===== src/sv/v3a_pkg.sv =====
// ---------------------------------------------------------------------------
// v3a_pkg: shared types and helpers for the vector arithmetic unit
// Operation codes, fixed-point constants, pipeline item types and rounding.
// ---------------------------------------------------------------------------
package v3a_pkg;

  localparam int FRAC_BITS = 16;
  localparam int SQRT_STAGES = 32;

  localparam logic [2:0] OP_ADD    = 3'd0;
  localparam logic [2:0] OP_SUB    = 3'd1;
  localparam logic [2:0] OP_NEGATE = 3'd2;
  localparam logic [2:0] OP_SCALE  = 3'd3;
  localparam logic [2:0] OP_CROSS  = 3'd4;
  localparam logic [2:0] OP_DOT    = 3'd5;
  localparam logic [2:0] OP_LENGTH = 3'd6;
  localparam logic [2:0] OP_EQUAL  = 3'd7;

  localparam logic signed [65:0] HALF_LSB = 66'sd1 <<< (FRAC_BITS - 1);
  localparam logic signed [65:0] MAX32_W  = 66'sd2147483647;
  localparam logic signed [65:0] MIN32_W  = -66'sd2147483648;

  typedef struct packed {
    logic signed [63:0] p0;
    logic signed [63:0] p1;
    logic signed [31:0] r;
    logic               sat;
    logic        [32:0] ad;
  } v3a_lane_t;

  typedef struct packed {
    logic [2:0]         op;
    logic signed [31:0] rx;
    logic signed [31:0] ry;
    logic signed [31:0] rz;
    logic signed [31:0] sc;
    logic               eq;
    logic               sat;
    logic [63:0]        s;
    logic [34:0]        rem;
    logic [31:0]        root;
  } v3a_item_t;

  function automatic logic [32:0] sat_narrow(input logic signed [32:0] v);
    logic [32:0] res;
    begin
      if (v > 33'sd2147483647) begin
        res = {1'b1, 32'h7FFF_FFFF};
      end else if (v < -33'sd2147483648) begin
        res = {1'b1, 32'h8000_0000};
      end else begin
        res = {1'b0, v[31:0]};
      end
      return res;
    end
  endfunction

  function automatic logic [32:0] round_sat(input logic signed [65:0] v);
    logic signed [65:0] q;
    logic [32:0]        res;
    begin
      q = (v + HALF_LSB) >>> FRAC_BITS;
      if (q > MAX32_W) begin
        res = {1'b1, 32'h7FFF_FFFF};
      end else if (q < MIN32_W) begin
        res = {1'b1, 32'h8000_0000};
      end else begin
        res = {1'b0, q[31:0]};
      end
      return res;
    end
  endfunction

endpackage


===== src/sv/v3a_sqrt_stage.sv =====
// ---------------------------------------------------------------------------
// v3a_sqrt_stage: one step of the square root pipeline
// Brings in two radicand bits and settles one root bit.
// ---------------------------------------------------------------------------
module v3a_sqrt_stage (
  input  logic               clk,
  input  logic               rst,
  input  logic               en,
  input  logic               in_valid,
  input  v3a_pkg::v3a_item_t in_item,
  output logic               out_valid,
  output v3a_pkg::v3a_item_t out_item
);
  import v3a_pkg::*;

  logic [34:0] rem_sh;
  logic [34:0] trial;
  v3a_item_t   item_next;

  always_comb begin
    rem_sh = {in_item.rem[32:0], in_item.s[63:62]};
    trial = {1'b0, in_item.root, 2'b01};
    item_next = in_item;
    item_next.s = {in_item.s[61:0], 2'b00};
    if (rem_sh >= trial) begin
      item_next.rem = rem_sh - trial;
      item_next.root = {in_item.root[30:0], 1'b1};
    end else begin
      item_next.rem = rem_sh;
      item_next.root = {in_item.root[30:0], 1'b0};
    end
  end

  always_ff @(posedge clk) begin
    if (rst) begin
      out_valid <= 1'b0;
    end else if (en) begin
      out_valid <= in_valid;
    end
  end

  always_ff @(posedge clk) begin
    if (en) begin
      out_item <= item_next;
    end
  end

endmodule


===== config.mk =====
export PLATFORM = sky130hd
export DESIGN_NAME = v3a_sqrt_stage
export DESIGN_NICKNAME = d
export VERILOG_FILES = /design/src/sv/v3a_pkg.sv /design/src/sv/v3a_sqrt_stage.sv
export SDC_FILE = /design/constraint.sdc
export NUM_CORES = 1
export LEC_CHECK = 0
export ABC_AREA = 1
export BUFFER_PORTS_ARGS = -buffer_cell sky130_fd_sc_hd__buf_2
export CORE_AREA = 2 2 208 210
export DETAILED_ROUTE_END_ITERATION = 10
export DIE_AREA = 0 0 210 212
export HOLD_SLACK_MARGIN = 0.02
export PLACE_DENSITY = 0.53
export SLEW_MARGIN = 20
export SYNTH_ARGS = -nofsm -noshare
export SYNTH_HDL_FRONTEND = slang
export SYNTH_SLANG_ARGS = --single-unit

===== constraint.sdc =====
create_clock -name clk -period 3.8 [get_ports clk]
set_input_delay 0.76 -clock clk [delete_from_list [all_inputs] [get_ports clk]]
set_output_delay 0.76 -clock clk [all_outputs]
set_load 0.03 [all_outputs]

==> results.yml <==
status:
  status: "complete, no violations"
clock_tree:
  clk_pin_slew_ns: 0.06
  clock-root-buffer: "clkbuf_16"
  clock_sinks: 263
  cts-resized-gates: 0
  cts_tree: "yes"
  cts_made_buffers: 34
  cts_setup_buffers: 0
  htreeDepth: 2
  clkLatencyLatePin_ns: 0.52
  cts_buffer_depth: 3
  ctsHoldBuffers: 0
sta:
  fin_crit_ns: 2.54
  fin_crit_sh: 0.669
  hold_viol: 0
  setup_tns_ns: 0
  setup_slack_ns: 1.26
  relSlewSlack: 0.494
  worst_pin_slew_ns: 0.760
  setup-violations-final: 0
  worst_clock_skew_ns: 0
  slew_violations: 0
  max_freq_mhz: 393
  rsz0062_at_grt: "false"
synthesis:
  yosysWarnings: 0
  async_flop_share: 0
  synth_seq_area_share: 0.717
  synth_cells: 925
  synth-main-ff-cell: "edfxtp_1"
  ys_types: 29
  synth_seq_cells: 263
  synth_enable_flop_cells: 262
  synth.avg_cell_area_um2: 11.9
  netlist_area_um2: 11000
hold_path:
  hold_depth: 2
  holdPathEnd: "out_valid$_SDFFE_PP0P_"
  hold_start: "rst"
  hold_class: "primary input to register"
placement:
  dpl.cell_count: 1998
  dpl.hpwl_um: 35300
  dp_slack_ns: 0.663
  io_buffers: 528
  place_congestion: 0.887
floorplanning:
  dieHeight_um: 212
  die_area_um2: 44500
  die_w_um: 210
  io_pins: 533
  rows: 76
  start_util: 0.259
  coreArea_um2: 42500
finish:
  nets: 1790
  mostFrequentLayoutCells: "buf_2, nand2_1, edfxtp_1"
  drive_above_1_share: 0.395
  areaGrowthSynthToFinish_pct: 40.9
  instances_no_fill: 2072
  nFillCells: 4287
  final_common_cell: "buf_2"
setup_path:
  cp_max_fo: 20
  reg2reg_to: "out_valid$_SDFFE_PP0P_"
  critPathKind: "primary input to register"
  ff2ff_setup_slack_ns: 3.22
  rr_startpoint: "out_valid$_SDFFE_PP0P_"
  cp.arrival_ns: 2.93
  worstSetupStartpoint: "in_item[12]"
  reg2reg_depth: 2
  endpoint_kind: "register"
  cp.required_ns: 4.19
  startpoint_type: "primary input"
global_route:
  antenna_found_initial: 24
  grt_pass1_vias: 8612
  grtUsageTotal: 0.189
  grt_pass1_wl_um: 60100
  grt-ovfl-total: 0
  grt_max_degree: 91
run:
  maxCapViolations: 0
drt:
  wl_per_cell_um: 21.3
  routed_via_density: 4.28
  antenna_left: 0
  drc: 0
  vias: 8860
  drt_wl_total_um: 44000
  firstDrtPassIters: 5
  first_iter_violations: 592
power_and_ir_drop:
  ir_drop_mv: 0.307
  power_density_nw_per_um2: 538
  leakage_nw: 7.32
-- sequential cells by signal, summed over array words and instances, names as in the netlist --
| register | cells |
|---|---|
| out_valid | 1 |
| out_item | 262 |
-- cells in the mapped netlist, drive strengths merged (3+ instances only) --
master	n	area share
nand2	304	0.10
edfxtp	262	0.71
inv	128	0.044
nor2	75	0.026
nand3	36	0.017
ha	34	0.039
a21oi	24	0.011
xor2	16	0.013
nand3b	9	0.0061
buf	8	0.0065
nor3	6	0.0027
o21ai	6	0.0027
nand4	4	0.0023
o21bai	3	0.0020
-- critical path: stages --
cell	delay (ns)
buf_2	0.09
inv_1	0.05
ha_1	0.35
nand2_1	0.12
nor2_1	0.23
nand2_1	0.12
nor2_1	0.17
nand2_1	0.07
nand3_1	0.09
nor2_2	0.05
nand2_4	0.21
buf_4	0.30
nand3_1	0.18
nand2_1	0.10
-- final cells by class --
type | instances | area, µm² | area share
flip-flops and latches | 263 | 7890 | 0.509
clock buffers | 44 | 940 | 0.0606
clock inverters | 17 | 180 | 0.0116
inverters | 128 | 483 | 0.0311
diodes | 13 | 32.5 | 0.00210
well taps | 546 | 683 | 0.0440
repair buffers | 534 | 2740 | 0.176
multi-input cells | 527 | 2570 | 0.166
-- worst max path at each step --
stage	endpoint	cells past startpoint
2_1_floorplan	out_item[58]$_DFFE_PP_	13
3_3_place_gp	out_item[54]$_DFFE_PP_	14
3_5_place_dp	out_item[54]$_DFFE_PP_	14
4_1_cts	out_item[54]$_DFFE_PP_	14
5_1_grt	out_item[58]$_DFFE_PP_	14
6_report	out_item[54]$_DFFE_PP_	14
-- power by group --
| group | total [mW] | leakage, nW | switching, mW | internal, mW |
|---|---|---|---|---|
| Clock | 3.23 | 0.549 | 1.27 | 1.96 |
| Combinational | 1.56 | 4.20 | 1.12 | 0.435 |
| Sequential | 3.56 | 2.57 | 0.0659 | 3.49 |
| Total | 8.35 | 7.32 | 2.46 | 5.89 |
-- kinds of logic after synthesis --
kind of cell / Yosys count / synth area share
XOR/XNOR: 18 / 0.0143
flip-flops: 263 / 0.717
adder cells (fa/ha/maj): 34 / 0.0386
AO/OA/AOI/OAI: 38 / 0.0194
buffers and inverters: 136 / 0.0504
other: 1 / 0.000341
AND/OR/NAND/NOR: 434 / 0.159
multiplexers: 1 / 0.000909
-- stage by stage --
stage	total power [mW]	area, µm²	util	hold WS [ns]
detailed placement	5.20	14400	0.338	0.489
CTS	8.50	15500	0.364	0.353
floorplan	4.54	11000	-	0.630
global placement	5.19	14400	0.338	0.482
global route	8.71	15500	0.364	0.372
finish	8.35	15500	0.365	0.386
-- layer usage --
layer,part of all wire,global-route usage
met5,0.0027,0
met3,0.090,0.0697
met1,0.39,0.216
met2,0.50,0.334
met4,0.017,0.0487
Power figures use the tool's default switching activity.
