--- config.mk ---
export PLATFORM = sky130hd
export DESIGN_NAME = v3a_merge
export DESIGN_NICKNAME = d
export VERILOG_FILES = /design/src/sv/v3a_pkg.sv /design/src/sv/v3a_merge.sv
export SDC_FILE = /design/constraint.sdc
export NUM_CORES = 2
export LEC_CHECK = 0
export BUFFER_PORTS_ARGS = -buffer_cell sky130_fd_sc_hd__buf_2
export CELL_PAD_IN_SITES_DETAIL_PLACEMENT = 0
export CELL_PAD_IN_SITES_GLOBAL_PLACEMENT = 1
export CORE_AREA = 10 10 338 340
export CTS_CLUSTER_SIZE = 40
export DETAILED_ROUTE_END_ITERATION = 8
export DIE_AREA = 0 0 348 350
export HOLD_SLACK_MARGIN = 0.05
export PLACE_DENSITY_LB_ADDON = 0.12
export SLEW_MARGIN = 0
export SYNTH_ARGS = -nofsm -noshare
export SYNTH_HDL_FRONTEND = slang
export SYNTH_SLANG_ARGS = --single-unit
--- constraint.sdc ---
create_clock -name clk -period 13.1 [get_ports clk]
set_clock_uncertainty 0.1 [all_clocks]
set_input_delay 1.965 -clock clk [delete_from_list [all_inputs] [get_ports clk]]
set_output_delay 1.965 -clock clk [all_outputs]
set_load 0.01 [all_outputs]
--- src/sv/v3a_pkg.sv ---
// ---------------------------------------------------------------------------
// v3a_pkg: shared types and helpers for the vector arithmetic unit
// Operation codes, fixed-point constants, pipeline item types and rounding.
// ---------------------------------------------------------------------------
package v3a_pkg;

  localparam int FRAC_BITS = 16;
  localparam int SQRT_STAGES = 32;

  localparam logic [2:0] OP_ADD    = 3'd0;
  localparam logic [2:0] OP_SUB    = 3'd1;
  localparam logic [2:0] OP_NEGATE = 3'd2;
  localparam logic [2:0] OP_SCALE  = 3'd3;
  localparam logic [2:0] OP_CROSS  = 3'd4;
  localparam logic [2:0] OP_DOT    = 3'd5;
  localparam logic [2:0] OP_LENGTH = 3'd6;
  localparam logic [2:0] OP_EQUAL  = 3'd7;

  localparam logic signed [65:0] HALF_LSB = 66'sd1 <<< (FRAC_BITS - 1);
  localparam logic signed [65:0] MAX32_W  = 66'sd2147483647;
  localparam logic signed [65:0] MIN32_W  = -66'sd2147483648;

  typedef struct packed {
    logic signed [63:0] p0;
    logic signed [63:0] p1;
    logic signed [31:0] r;
    logic               sat;
    logic        [32:0] ad;
  } v3a_lane_t;

  typedef struct packed {
    logic [2:0]         op;
    logic signed [31:0] rx;
    logic signed [31:0] ry;
    logic signed [31:0] rz;
    logic signed [31:0] sc;
    logic               eq;
    logic               sat;
    logic [63:0]        s;
    logic [34:0]        rem;
    logic [31:0]        root;
  } v3a_item_t;

  function automatic logic [32:0] sat_narrow(input logic signed [32:0] v);
    logic [32:0] res;
    begin
      if (v > 33'sd2147483647) begin
        res = {1'b1, 32'h7FFF_FFFF};
      end else if (v < -33'sd2147483648) begin
        res = {1'b1, 32'h8000_0000};
      end else begin
        res = {1'b0, v[31:0]};
      end
      return res;
    end
  endfunction

  function automatic logic [32:0] round_sat(input logic signed [65:0] v);
    logic signed [65:0] q;
    logic [32:0]        res;
    begin
      q = (v + HALF_LSB) >>> FRAC_BITS;
      if (q > MAX32_W) begin
        res = {1'b1, 32'h7FFF_FFFF};
      end else if (q < MIN32_W) begin
        res = {1'b1, 32'h8000_0000};
      end else begin
        res = {1'b0, q[31:0]};
      end
      return res;
    end
  endfunction

endpackage

--- src/sv/v3a_merge.sv ---
// ---------------------------------------------------------------------------
// v3a_merge: lane merge
// Sums lane products, then rounds, saturates and compares against the
// tolerance over two register stages.
// ---------------------------------------------------------------------------
module v3a_merge (
  input  logic                clk,
  input  logic                rst,
  input  logic                en,
  input  logic                in_valid,
  input  logic [2:0]          op,
  input  v3a_pkg::v3a_lane_t  lx,
  input  v3a_pkg::v3a_lane_t  ly,
  input  v3a_pkg::v3a_lane_t  lz,
  input  logic [30:0]         tolerance,
  output logic                out_valid,
  output v3a_pkg::v3a_item_t  item
);
  import v3a_pkg::*;

  logic               valid_a;
  logic [2:0]         op_a;
  logic signed [65:0] tx, ty, tz, tsum;
  logic [34:0]        dsum;
  logic signed [31:0] rx_a, ry_a, rz_a;
  logic               sat_a;
  logic [32:0]        qx, qy, qz, qs;
  v3a_item_t          item_next;

  always_ff @(posedge clk) begin
    if (rst) begin
      valid_a <= 1'b0;
      out_valid <= 1'b0;
    end else if (en) begin
      valid_a <= in_valid;
      out_valid <= valid_a;
    end
  end

  always_ff @(posedge clk) begin
    if (en) begin
      op_a <= op;
      if (op == OP_CROSS) begin
        tx <= 66'(lx.p0) - 66'(lx.p1);
        ty <= 66'(ly.p0) - 66'(ly.p1);
        tz <= 66'(lz.p0) - 66'(lz.p1);
      end else begin
        tx <= 66'(lx.p0);
        ty <= 66'(ly.p0);
        tz <= 66'(lz.p0);
      end
      tsum <= 66'(lx.p0) + 66'(ly.p0) + 66'(lz.p0);
      dsum <= 35'(lx.ad) + 35'(ly.ad) + 35'(lz.ad);
      rx_a <= lx.r;
      ry_a <= ly.r;
      rz_a <= lz.r;
      sat_a <= lx.sat | ly.sat | lz.sat;
    end
  end

  always_comb begin
    qx = round_sat(tx);
    qy = round_sat(ty);
    qz = round_sat(tz);
    qs = round_sat(tsum);
    item_next = '0;
    item_next.op = op_a;
    item_next.s = tsum[63:0];
    unique case (op_a)
      OP_ADD, OP_SUB, OP_NEGATE: begin
        item_next.rx = rx_a;
        item_next.ry = ry_a;
        item_next.rz = rz_a;
        item_next.sat = sat_a;
      end
      OP_SCALE, OP_CROSS: begin
        item_next.rx = qx[31:0];
        item_next.ry = qy[31:0];
        item_next.rz = qz[31:0];
        item_next.sat = qx[32] | qy[32] | qz[32];
      end
      OP_DOT: begin
        item_next.sc = qs[31:0];
        item_next.sat = qs[32];
      end
      OP_LENGTH: begin
        item_next.sat = 1'b0;
      end
      default: begin
        item_next.eq = (dsum <= 35'(tolerance));
      end
    endcase
  end

  always_ff @(posedge clk) begin
    if (en) begin
      item <= item_next;
    end
  end

endmodule

==> impl_metrics.csv <==
group,metric,value,unit
outcome,status,"finished, final reports clean",
floorplan,io_pins,885,
timing,fin_crit,6.10,ns
floorplan,floorplan.die.width,348,um
layout,n_fill_cell,10700,
layout,finish.instance_area,0.0495,mm^2
timing,whs,0.320,ns
logic_synthesis,yosysTopAreaCell,"edfxtp_1",
logic_synthesis,ys.warnings.count,0,
worst_setup_path,r2r_end,"item[131]",
pwr,power_density,128,mW/mm^2
clock_tree,clk_latency,0.66,ns
global_route,grt_max_degree,170,
placement,postPlaceCellArea,0.0473,mm^2
clock_tree,root_buffer,"clkbuf_16",
logic_synthesis,synth_edf_count,548,
worst_setup_path,crit_path_max_fanout,3,
clock_tree,cts-root-to-sink-buffers,3,
placement,dp_hpwl,145000,um
clock_tree,cts_tree,"done",
floorplan,rows,121,
global_route,grt_pass1_wl,243000,um
logic_synthesis,avgSynthCellArea,9.84,um^2
pwr,combPwrFrac,0.308,
logic_synthesis,synth_top_area_frac,0.392,
job,maxCapViolations,0,
global_route,grt_pass1_vias,35700,
timing,min_period_over_period,0.466,
timing,final-setup-viol-count,0,
placement,gp_congestion,0.977,
logic_synthesis,yosysSeqAreaShare,0.393,
pwr,power.leakage,0.0216,uW
timing,grt_setup_unrepaired,"false",
clock_tree,clkSinkCount,550,
timing,setup_tns,0,ns
route,drc,0,
timing,worst_slew_pin_slew,1.17,ns
clock_tree,cts_max_level,3,
pwr,power.total,6350,uW
worst_setup_path,cp.required,13.39,ns
pwr,p_sw_frac,0.354,
logic_synthesis,synth_area_leaders,"edfxtp_1 (39%), ha_1 (9.5%), fa_1 (4.7%), xnor2_1 (4.0%), xor2_1 (3.8%)",
route,drtAntennaViolNets,0,
layout,nets,6089,
worst_setup_path,rr_worst_depth,12,
hold_path,min_path_cells,0,
floorplan,design.die.area,0.122,mm^2
hold_path,min_path_type,"reg -> reg",
worst_setup_path,crit_path_end,"tsum[59]",
logic_synthesis,syn_area,0.0420,mm^2
clock_tree,cts_hold_buf,0,
route,drtIter0Drc,2949,
global_route,grt-ovfl-total,0,
placement,io_buffers,817,
pwr,p_int,4100,uW
logic_synthesis,synth_flop_cell,"edfxtp_1",
logic_synthesis,syn_inst,4272,
layout,final_layout_size_suffix_gt1_frac,0.203,
worst_setup_path,critical_path_class,"in -> reg",
route,routed_via_density,5.46,
clock_tree,cts_setup_buffers,0,
timing,maxSlewHeadroom,0.222,
timing,hold_viol_final,0,
logic_synthesis,synth_most_common_cell,"edfxtp_1",
clock_tree,cts_buffers,69,
route,dr.pass1.iters,6,
global_route,antenna_found_initial,83,
timing,drv_slew,0,
worst_setup_path,r2r-start,"tsum[33]",
floorplan,start_util,0.390,
worst_setup_path,cp-end-kind,"register",
worst_setup_path,startpoint,"lx[131]",
route,via_count,35800,
layout,syn2layout_area_growth,17.9,%
floorplan,core,0.108,mm^2
pwr,clkPwrFrac,0.296,
logic_synthesis,synth_cell_types,110,
worst_setup_path,worstSetupStartpointType,"input pin",
logic_synthesis,synth_commonest_cells,"edfxtp_1 (548), nand2_1 (393), ha_1 (320), inv_1 (310), o21ai_0 (289)",
global_route,track_usage,0.270,
pwr,switching_power,2250,uW
pwr,worst_ir_drop_vdd,0.0000905,V
worst_setup_path,crit_arrival,6.39,ns
clock_tree,cts_resized,0,
clock_tree,clkTransAtPathRegs,0.06,ns
logic_synthesis,synth_async_sr_flop_share,0,
worst_setup_path,regToRegSetupSlack,8.06,ns
route,wirelength,171000,um
floorplan,dieHeight,350,um
route,wire_per_inst,26.1,um
logic_synthesis,synth_seq_cells,550,
pwr,pwr-share-seq,0.396,
timing,fmax,164,MHz
==> power groups by stage <==
stage,clock network (uW),registers (uW),logic (uW)
final,1880,2510,1950
after global routing,1990,2540,2160
after CTS,1920,2510,1960
after detailed placement,0,2550,1950
after global placement,0,2550,1950
after floorplan,0,2470,1200
==> final cells by class <==
type	count	area, um^2	share of cell area
multi-input combinational	3281	23600	0.476
sequential	550	16500	0.333
timing repair buffer	838	4270	0.0862
tap	1414	1770	0.0357
clock buffer	75	1750	0.0353
inverter	310	1160	0.0235
clock inverter	47	452	0.00912
antenna	33	82.6	0.00167
==> worst max-delay path, cell delays in order <==
cell	delay (ns)
buf_2	0.12
fa_1	0.54
ha_1	0.16
inv_1	0.05
fa_1	0.39
nand2b_1	0.18
a21oi_1	0.23
o211ai_1	0.24
a211oi_1	0.41
o311ai_1	0.26
a2111oi_2	0.70
o21ai_0	0.21
o211ai_1	0.23
a21oi_1	0.16
o21ai_1	0.23
a31oi_1	0.14
xnor2_1	0.15
==> metal layers <==
metal	part of all wire	vias to the layer above	GRT usage
met5	0.0019	-	0
met4	0.032	48	0.0895
met3	0.079	261	0.0693
met2	0.47	1214	0.451
met1	0.41	17100	0.337
li1	-	17100	-
==> placed cells by master (no fill, tap or decap), types with 19 or more instances in the layout <==
| cell | count |
|---|---|
| buf_2 | 816 |
| edfxtp_1 | 548 |
| nand2_1 | 392 |
| ha_1 | 320 |
| inv_1 | 310 |
| o21ai_0 | 288 |
| a21oi_1 | 258 |
| nor2_1 | 219 |
| xnor2_1 | 194 |
| xor2_1 | 182 |
| a21o_1 | 152 |
| nand3_1 | 147 |
| fa_1 | 99 |
| nand4_1 | 86 |
| clkbuf_16 | 69 |
| and3_1 | 68 |
| conb_1 | 67 |
| o21ai_1 | 60 |
| nor2b_1 | 56 |
| nor3_1 | 53 |
| o21a_1 | 49 |
| nand2b_1 | 41 |
| a31oi_1 | 40 |
| o211ai_1 | 35 |
| a22o_1 | 34 |
| diode_2 | 33 |
| o21bai_1 | 33 |
| and2_1 | 27 |
| and4_1 | 24 |
| o31ai_1 | 23 |
| a211oi_1 | 20 |
| buf_4 | 20 |
| o22ai_1 | 19 |
==> cell families after synthesis <==
| logic type | Yosys count | share of synthesized area |
|---|---|---|
| buffers and inverters | 507 | 0.0534 |
| other | 1 | 0.0000893 |
| muxes | 14 | 0.00357 |
| xor gates and xnor gates | 376 | 0.0784 |
| DFF | 550 | 0.393 |
| adders and majority gates | 419 | 0.142 |
| AOI/OAI and AO/OA | 1185 | 0.182 |
| and+or+nand+nor | 1220 | 0.147 |
==> registers in the layout, indices dropped and copies added (netlist names) <==
signal	flops
valid_a	1
out_valid	1
tx	50
dsum	35
item	197
tsum	66
sat_a	1
rz_a	32
op_a	3
tz	50
rx_a	32
ty	50
ry_a	32
==> per-stage QoR <==
stage	util	instances	setup slack [ns]
floorplan	-	4338	7.50
global placement	0.438	6393	6.41
detailed placement	0.438	6393	6.38
CTS	0.459	6515	7.07
global route	0.459	6532	6.72
finish	0.460	6548	7.00
==> worst min-delay path by stage <==
stage                 start       end  slack, ns
global placement    tsum[7]  item[74]       0.30
finish              tsum[8]  item[75]       0.32
global route        tsum[7]  item[74]       0.33
detailed placement  tsum[4]  item[71]       0.31
CTS                 tsum[7]  item[74]       0.32
floorplan           tsum[0]  item[67]       0.30
(Power assumes the default switching activity.)
